File: src/rtl/sharp_pkg.sv
// ----------------------------------------------------------------------------
// sharp_pkg
// Shared types and constants of the 3x3 five-point sharpen stencil.
// ----------------------------------------------------------------------------
package sharp_pkg;

   localparam int PIX_W   = 8;
   localparam int POS_W   = 12;
   localparam int CFG_W   = 13;
   localparam int CSR_IDX_W = 2;

   localparam logic [CSR_IDX_W-1:0] REG_IMAGE_WIDTH  = 2'd0;
   localparam logic [CSR_IDX_W-1:0] REG_IMAGE_HEIGHT = 2'd1;

   localparam logic [CFG_W-1:0] WIDTH_RESET  = 13'd640;
   localparam logic [CFG_W-1:0] HEIGHT_RESET = 13'd480;
   localparam logic [CFG_W-1:0] DIM_MIN      = 13'd3;
   localparam logic [CFG_W-1:0] HEIGHT_MAX   = 13'd4096;

   // One result item on its way to the output port
   typedef struct packed {
      logic [PIX_W-1:0] pixel;
      logic [POS_W-1:0] row;
      logic [POS_W-1:0] col;
      logic             last;
   } rsp_item_type;

endpackage

File: src/rtl/sharp_out.sv
// ----------------------------------------------------------------------------
// sharp_out
// Output register with one pending slot for the right-border item.
// ----------------------------------------------------------------------------
module sharp_out
   import sharp_pkg::*;
(
   input  logic             clock,
   input  logic             reset,
   input  logic             load,
   input  rsp_item_type     first,
   input  logic             two,
   input  rsp_item_type     second,
   output logic             free,
   output logic             rsp_valid,
   input  logic             rsp_stall,
   output logic [PIX_W-1:0] rsp_out_pixel,
   output logic [POS_W-1:0] rsp_out_row,
   output logic [POS_W-1:0] rsp_out_col,
   output logic             rsp_last_of_run
);

   logic         valid_ff, valid_in;
   logic         pend_ff,  pend_in;
   rsp_item_type item_ff,  item_in;
   rsp_item_type spare_ff, spare_in;

   assign free = !valid_ff || (!rsp_stall && !pend_ff);

   always_comb begin
      valid_in = valid_ff;
      pend_in  = pend_ff;
      item_in  = item_ff;
      spare_in = spare_ff;
      priority if (load) begin
         valid_in = 1'b1;
         pend_in  = two;
         item_in  = first;
         spare_in = second;
      end else if (valid_ff && !rsp_stall) begin
         if (pend_ff) begin
            item_in = spare_ff;
            pend_in = 1'b0;
         end else begin
            valid_in = 1'b0;
         end
      end else begin
         // hold
         valid_in = valid_ff;
      end
   end

   always_ff @(posedge clock) begin
      if (reset) begin
         valid_ff <= 1'b0;
         pend_ff  <= 1'b0;
      end else begin
         valid_ff <= valid_in;
         pend_ff  <= pend_in;
      end
      item_ff  <= item_in;
      spare_ff <= spare_in;
   end

   assign rsp_valid       = valid_ff;
   assign rsp_out_pixel   = item_ff.pixel;
   assign rsp_out_row     = item_ff.row;
   assign rsp_out_col     = item_ff.col;
   assign rsp_last_of_run = item_ff.last;

endmodule

File: config.mk
export PLATFORM = sky130hd
export DESIGN_NAME = sharp_out
export DESIGN_NICKNAME = d
export VERILOG_FILES = /design/src/rtl/sharp_pkg.sv /design/src/rtl/sharp_out.sv
export SDC_FILE = /design/constraint.sdc
export NUM_CORES = 1
export LEC_CHECK = 0
export BUFFER_PORTS_ARGS = -buffer_cell sky130_fd_sc_hd__clkbuf_2
export CELL_PAD_IN_SITES_DETAIL_PLACEMENT = 2
export CELL_PAD_IN_SITES_GLOBAL_PLACEMENT = 2
export CORE_MARGIN = 2
export CORE_UTILIZATION = 30
export DETAILED_ROUTE_END_ITERATION = 7
export PLACE_DENSITY = 0.8
export SLEW_MARGIN = 30
export SYNTH_ARGS = -nofsm -noshare
export SYNTH_HDL_FRONTEND = slang
export SYNTH_SLANG_ARGS = --single-unit
File: constraint.sdc
create_clock -name clock -period 3.5 [get_ports clock]
set_input_delay 0.7 -clock clock [delete_from_list [all_inputs] [get_ports clock]]
set_output_delay 0.7 -clock clock [all_outputs]
set_load 0.03 [all_outputs]
==> results.json <==
{
  "status": "finished, final reports clean",
  "min_to": "pend_ff",
  "reg2reg_depth": 3,
  "cts_max_level": 3,
  "numCtsBuffers": 9,
  "ys_seq_area_share_pct": 77.39,
  "cts_tree": "yes",
  "relSlewSlack_pct": 56.48,
  "ant_nets": 0,
  "rows": 34,
  "synth_cell_types": 13,
  "via_count": 1442,
  "cap_violations": 0,
  "grtUsageTotal_pct": 12.91,
  "wl_per_cell_um": 17.20,
  "areaGrowthSynthToFinish_pct": 32.61,
  "setup_viol": 0,
  "hpwl_um": 4475,
  "final_common_cell": "clkbuf_2",
  "setup_tns_ps": 0,
  "max_freq_mhz": 499.5,
  "grt_pass1_wl_um": 8873,
  "antennaDiodeCount": 0,
  "cp_max_fo": 2,
  "end_kind": "output pin",
  "cp_data_arrival_time_ps": 1300,
  "start_util_pct": 30.40,
  "critPathKind": "in -> out",
  "portBuffers": 105,
  "whs_path_depth": 2,
  "die_area_um2": 9471,
  "coreArea_um2": 8593,
  "finalCriticalPeriod_ps": 2002,
  "holdCritStartpoint": "pend_ff",
  "finClkSkew_ps": 7.832,
  "worst_ir_drop_vdd_mv": 0.2769,
  "netlist_area_um2": 2613,
  "hp-class": "reg -> reg",
  "grt_pass1_vias": 1640,
  "synth_nets": 185,
  "ys_ff_latch": 68,
  "synth.largest_area_cell": "edfxtp_1",
  "finalCritPeriodShare_pct": 57.20,
  "fp.dieW_um": 97.32,
  "cts_hold_buf": 0,
  "hold_violations": 0,
  "avgSynthCellArea_um2": 22.92,
  "viasPerCell": 4.216,
  "synth_area_leaders": "edfxtp_1 76%, mux2_4 16%, buf_12 2.3%",
  "rsz0062_at_grt": "no",
  "critPathRequiredTime_ps": 2800,
  "cts_buffer_depth": 2,
  "insertion_delay_ps": 330,
  "r2r_slack_ps": 1960,
  "antenna_found_initial": 0,
  "synthCells": 114,
  "drt_iter0_drc": 23,
  "yosysTopAreaCellShare_pct": 75.86,
  "leakage_nw": 1.488,
  "path_clk_slew_ps": 70,
  "gp_congestion": 0.7325,
  "cts_setup_buffers": 0,
  "tightest_slew_ps": 652.8,
  "r2r_start": "rsp_valid",
  "stdcell_area_um2": 3465,
  "grt.overflow.total": 0,
  "cts_root_buf": "clkbuf_8",
  "r2r_end": "rsp_out_col[11]",
  "grt_max_degree": 44,
  "drive_above_1_share_pct": 66.24,
  "drc": 0,
  "firstDrtPassIters": 4,
  "p_per_area_nw_per_um2": 544.4,
  "ctsResizeCount": 0,
  "final_nets": 300,
  "layout_common_cells": "104 x clkbuf_2, 66 x edfxtp_1, 28 x mux2_4",
  "clock_sinks": 68,
  "slew_violations": 0,
  "ioPinCount": 106,
  "dieHeight_um": 97.32,
  "dpl_cell_area_um2": 3231,
  "critPathLaunchType": "input port",
  "wl_um": 5884,
  "ys_warn_count": 0
}
==> flip-flops by register name, indices dropped and copies added (netlist names) <==
| signal | cells |
|---|---|
| rsp_out_pixel | 8 |
| rsp_out_row | 12 |
| rsp_out_col | 12 |
| rsp_valid | 1 |
| rsp_last_of_run | 1 |
| pend_ff | 1 |
| spare_ff | 33 |
==> cell type report <==
type                    count  area (µm²)
fillers                   871        5129
multi-input cells          40       523.0
repair buffers            108       570.5
clock inverters             6       78.83
clock buffers              10       127.6
well taps                 108       135.1
flip-flops and latches     68        2022
inverters                   2       7.507
==> how the worst max path moves through the flow <==
stage          startpoint               to  slack, ps  depth (start not counted)
3_5_place_dp    rsp_stall   rsp_out_col[9]       1250                          3
4_1_cts         rsp_stall             free       1500                          3
2_1_floorplan   rsp_stall  rsp_last_of_run        710                          2
6_report        rsp_stall             free       1500                          3
3_3_place_gp    rsp_stall   rsp_out_row[0]       1330                          3
5_1_grt         rsp_stall             free       1450                          3
==> metrics by stage <==
stage	hold slack, ps	std cells	setup WS [ps]	power [mW]	utilization, %
after global placement	471.5	325	1333	1.223	37.59
after floorplan	447.3	114	711.3	1.143	-
final	510.5	342	1498	1.886	40.32
after global routing	503.5	342	1446	1.968	40.32
after CTS	514.5	341	1497	1.917	40.00
after detailed placement	505.1	325	1254	1.237	37.59
==> cell families after synthesis <==
group           count (synthesis)  synth area share [%]
flops                          68                 77.39
mux                            33                 18.25
buf+inv                         6                 3.017
compound gates                  4                0.7663
simple gates                    3                0.5745
==> power by group <==
group	internal (mW)	switching (mW)
Combinational	0.101	0.127
Clock	0.394	0.275
Sequential	0.968	0.0207
Total	1.46	0.423
==> worst max-delay path, cell delays in order <==
cell	delay, ps
clkbuf_2	80
o21ai_0	250
clkbuf_2	270
==> metal layers <==
metal	track usage (%)	part of all wire (%)	vias up
li1	-	-	675
met1	12.96	37	710
met2	24.09	57	53
met3	4.676	4.4	4
met4	5.128	1.1	0
met5	0	0	-
==> cell usage after synthesis <==
| cell | count |
|---|---|
| dfxtp_1 | 2 |
| o21ai_0 | 2 |
| mux2_4 | 28 |
| nand2b_1 | 1 |
| nand3_1 | 1 |
| nand2_1 | 1 |
| buf_6 | 1 |
| edfxtp_1 | 66 |
| inv_2 | 1 |
| buf_12 | 3 |
| mux2_2 | 5 |
| a21oi_1 | 2 |
| inv_1 | 1 |
Power figures use the tool's default switching activity.
