$ cat src/rtl/sharp_pkg.sv
// ----------------------------------------------------------------------------
// sharp_pkg
// Shared types and constants of the 3x3 five-point sharpen stencil.
// ----------------------------------------------------------------------------
package sharp_pkg;

   localparam int PIX_W   = 8;
   localparam int POS_W   = 12;
   localparam int CFG_W   = 13;
   localparam int CSR_IDX_W = 2;

   localparam logic [CSR_IDX_W-1:0] REG_IMAGE_WIDTH  = 2'd0;
   localparam logic [CSR_IDX_W-1:0] REG_IMAGE_HEIGHT = 2'd1;

   localparam logic [CFG_W-1:0] WIDTH_RESET  = 13'd640;
   localparam logic [CFG_W-1:0] HEIGHT_RESET = 13'd480;
   localparam logic [CFG_W-1:0] DIM_MIN      = 13'd3;
   localparam logic [CFG_W-1:0] HEIGHT_MAX   = 13'd4096;

   // One result item on its way to the output port
   typedef struct packed {
      logic [PIX_W-1:0] pixel;
      logic [POS_W-1:0] row;
      logic [POS_W-1:0] col;
      logic             last;
   } rsp_item_type;

endpackage

$ cat src/rtl/sharp_kernel.sv
// ----------------------------------------------------------------------------
// sharp_kernel
// Window registers and the five-point sum with clamp to 0..255.
// ----------------------------------------------------------------------------
module sharp_kernel
   import sharp_pkg::*;
(
   input  logic             clock,
   input  logic             reset,
   input  logic             advance,
   input  logic             interior,
   input  logic [PIX_W-1:0] pixel,
   input  logic [PIX_W-1:0] right,
   input  logic [PIX_W-1:0] above2,
   output logic [PIX_W-1:0] result
);

   logic [PIX_W-1:0] left_ff,   left_in;
   logic [PIX_W-1:0] centre_ff, centre_in;
   logic [PIX_W-1:0] upper_ff,  upper_in;
   logic [PIX_W-1:0] lower_ff,  lower_in;
   logic [12:0]      acc;
   logic [PIX_W-1:0] clamped;

   always_comb begin
      left_in   = left_ff;
      centre_in = centre_ff;
      upper_in  = upper_ff;
      lower_in  = lower_ff;
      if (advance) begin
         left_in   = centre_ff;
         centre_in = right;
         upper_in  = above2;
         lower_in  = pixel;
      end
   end

   always_ff @(posedge clock) begin
      if (reset) begin
         left_ff   <= '0;
         centre_ff <= '0;
         upper_ff  <= '0;
         lower_ff  <= '0;
      end else begin
         left_ff   <= left_in;
         centre_ff <= centre_in;
         upper_ff  <= upper_in;
         lower_ff  <= lower_in;
      end
   end

   // 5*centre - left - right - up - down, two's complement in 13 bits
   always_comb begin
      acc = 13'({centre_ff, 2'b00}) + 13'(centre_ff) - 13'(left_ff) - 13'(right)
            - 13'(upper_ff) - 13'(lower_ff);
      priority if (acc[12]) begin
         clamped = '0;
      end else if (acc[11:8] != 4'd0) begin
         clamped = '1;
      end else begin
         clamped = acc[7:0];
      end
      result = interior ? clamped : '0;
   end

endmodule

$ cat config.mk
export PLATFORM = sky130hd
export DESIGN_NAME = sharp_kernel
export DESIGN_NICKNAME = d
export VERILOG_FILES = /design/src/rtl/sharp_pkg.sv /design/src/rtl/sharp_kernel.sv
export SDC_FILE = /design/constraint.sdc
export NUM_CORES = 1
export LEC_CHECK = 0
export BUFFER_PORTS_ARGS = -buffer_cell sky130_fd_sc_hd__buf_2
export CELL_PAD_IN_SITES_DETAIL_PLACEMENT = 2
export CELL_PAD_IN_SITES_GLOBAL_PLACEMENT = 2
export CORE_MARGIN = 4
export CORE_UTILIZATION = 32
export DETAILED_ROUTE_END_ITERATION = 10
export HOLD_SLACK_MARGIN = 0.08
export PLACE_DENSITY = 0.85
export SETUP_SLACK_MARGIN = 0.5
export SYNTH_ARGS = -nofsm -noshare
export SYNTH_HDL_FRONTEND = slang
export SYNTH_SLANG_ARGS = --single-unit
$ cat constraint.sdc
create_clock -name clock -period 4.8 [get_ports clock]
set_input_delay 0.24 -clock clock [delete_from_list [all_inputs] [get_ports clock]]
set_output_delay 0.24 -clock clock [all_outputs]
set_load 0.01 [all_outputs]
==> reports/metrics.csv <==
metric,value,unit
drt pass-1 iters,4,
cell row count,33,
DP Wirelength,6.20,mm
final hold viol count,0,
asr flop ratio synth,0,%
first-pass GRT wire length,14.7,mm
dominant synthesized flop cell,dfxtp_1,
final setup vio count,0,
CTS tree,yes,
setup ws final,0.172,ns
die area,0.0100,mm²
gate count of the mapped netlist,303,
DP Worst Slack,0.184,ns
Least-Margin Pin Slew,1.01,ns
Arrival @ worst endpoint,4.39,ns
routed len/inst,21.4,µm
initial drt markers,96,
Top Ports,36,
Die Y,100,µm
P per Cell Area,535,mW/mm²
critical path endpoint category,primary output,
Total GRT Usage,19.5,%
Static Leak,1.57,nW
Clock Tree Root,clkbuf_8,
Final Cycle Share,96.4,%
initial core utilization,32.9,%
Clock Skew,0.000975,ns
"Seq/Total Area, Yosys",23.6,%
DRC violations left,0,
Max Clk Rate,216,MHz
initial antenna violation count,0,
Sink Count,32,
share of layout cells above drive strength 1,25.3,%
worst-path fanout max,8,
Post-Syn Area,0.00272,mm²
H-tree level count,2,
Final ANT Viol Nets,0,
"Slew Viols, Final",0,
"Net Count, Synth",379,
Critical Path Source Type,flop,
Port Buffers,35,
slew margin rel.,32.7,%
fin nets,419,
Syn-to-layout area delta,22.9,%
Worst R2R End,left_ff[2],
Hold WS,0.188,ns
CP required,4.56,ns
final WL,9.60,mm
crit path from,left_ff[2],
ant diodes,0,
"CTS clk-pin slew, worst paths",0.08,ns
Mapped Avg Cell Area,8.97,µm²
R2R depth,3,
Horiz. Die Dim,100,µm
Reg-to-Reg Start,left_ff[2],
clock period minus worst slack,4.63,ns
register-to-register setup slack,3.91,ns
Worst Setup Path Type,reg2out,
core area,0.00826,mm²
total vias in the final route,2305,
RSZ-0062 raised after global routing,yes,
status,"complete, no violations",
clock buffers created by TritonCTS,5,
routability cong.,0.789,
"EDFF count, synth",0,
clk buf depth,2,
WHS Path Cells,3,
Yosys cell types,34,
final cell count without fillers,449,
Peak VDD IR,0.167,mV
vias in the first global route,2675,
largest net degree at the start of global routing,33,
vias per cell,5.13,
post-placement cell count,435,
warning count from the yosys run,0,
Max Cap Violations,0,
clk_lat worst skew,0.29,ns
"Power, Total",1.79,mW
CP endpoint,result[6],
Yosys reg bits,32,
Hold Crit Class,in2reg,
Congestion Overflow GR,0,
kinds of logic (layout without fill, tap and decap cells):
family          Yosys count  in the layout  share of synthesized area (%)
buf+inv                  65            106                           8.98
fa+ha+maj                48             48                           28.2
flops                    32             32                           23.6
xor+xnor                 15             15                           4.83
simple gates             58             58                           9.30
compound gates           52             52                           13.0
mux                      33             33                           12.2
per-stage QoR:
step | setup TNS, ns | cell area (µm²) | util (%)
4_1_cts | 0 | 3270 | 39.5
5_1_grt | -0.0258 | 3340 | 40.5
2_1_floorplan | 0 | 2720 | -
6_report | 0 | 3340 | 40.5
3_5_place_dp | 0 | 2990 | 36.3
3_3_place_gp | 0 | 2990 | 36.3
synth_stat cells, drive strengths merged, types with 2 or more instances:
library cell	count	area, µm²
nor3	2	10.0
a31o	3	26.3
mux2i	33	330
a211o	2	17.5
nand2	7	26.3
nand3	2	10.0
inv	57	214
nor2	37	139
a21oi	14	70.1
a31oi	6	37.5
ha	26	325
dfxtp	32	641
nand2b	3	18.8
or3	3	23.8
a211oi	3	22.5
o21ai	9	45.0
buf	3	11.3
xnor2	7	61.3
fa	22	440
a21o	7	52.6
xor2	8	70.1
clkbuf	5	18.8
o21a	3	22.5
power breakdown:
| group | leakage [nW] | total, mW | internal (mW) | switching, mW |
|---|---|---|---|---|
| Clock | 0.0552 | 0.266 | 0.154 | 0.112 |
| Combinational | 1.25 | 1.23 | 0.556 | 0.670 |
| Sequential | 0.267 | 0.294 | 0.280 | 0.0142 |
| Total | 1.57 | 1.79 | 0.990 | 0.796 |
sequential cells by signal, indices dropped and copies added, names as in the netlist:
name and flops:
centre_ff 8, lower_ff 8, left_ff 8, upper_ff 8
critical path, cell delays in order (launching register included):
cell and delay, ns:
dfxtp_2 0.35, inv_2 0.05, fa_2 0.62, ha_4 0.22
a211oi_2 0.25, or2_2 0.18, nand2b_1 0.06, a21oi_2 0.21
xnor2_2 0.10, fa_1 0.53, ha_4 0.31, o21a_1 0.15
o21ai_1 0.09, a32oi_2 0.20, buf_4 0.16, nor3_1 0.05
a31o_4 0.24, a31oi_1 0.17, buf_2 0.15
layer usage:
layer | vias to the layer above | part of all wire, % | global-route usage [%]
met4 | 0 | 3.4 | 8.08
li1 | 1077 | - | -
met2 | 45 | 55 | 37.2
met1 | 1159 | 39 | 21.2
met5 | - | 0 | 0
met3 | 24 | 2.4 | 2.85
final cells by class:
cell class                 instances  area, µm²
clock buffer                       6       72.6
clock inverter                     2       35.0
multi-input combinational        206       2010
sequential                        32        653
inverter                          57        214
fill                             944       4920
timing repair buffer              41        220
tap                              105        131
worst min-delay path by stage:
| stage | endpoint | startpoint | slack (ns) |
|---|---|---|---|
| final | lower_ff[2] | pixel[2] | 0.19 |
| after global routing | lower_ff[3] | pixel[3] | 0.21 |
| after CTS | lower_ff[6] | pixel[6] | 0.18 |
| after detailed placement | lower_ff[6] | pixel[6] | 0.49 |
| after global placement | left_ff[2] | left_ff[2] | 0.47 |
| after floorplan | centre_ff[1] | reset | 0.31 |
timing repair:
action	in CTS	in global routing
pin swaps	15	11
endpoints found under the setup margin	8	8
gates resized for setup	27	16
buffers inserted	5	1
hold buffers	0	0
cells in the final DEF, fill, tap and decap left out, types with 2 or more instances in the layout:
master / Yosys / final
ha_4: 0 / 7
a31oi_1: 6 / 5
nand2_1: 7 / 6
inv_1: 57 / 55
nor2_1: 37 / 36
fa_2: 0 / 3
xor2_1: 8 / 7
buf_2: 0 / 35
or3_4: 1 / 2
clkbuf_8: 0 / 5
o21a_1: 3 / 3
a21o_1: 7 / 7
dfxtp_2: 0 / 7
fa_1: 22 / 19
buf_4: 0 / 6
nor3_1: 2 / 2
dfxtp_1: 32 / 24
inv_2: 0 / 2
nand2b_1: 3 / 3
xnor2_1: 7 / 6
a21oi_2: 0 / 2
nand3_1: 2 / 2
o21ai_1: 0 / 2
a211o_1: 2 / 2
a21oi_1: 14 / 12
ha_1: 26 / 18
mux2i_1: 33 / 33
o21ai_0: 9 / 6
Note: power is estimated with default switching activity, not from simulation.
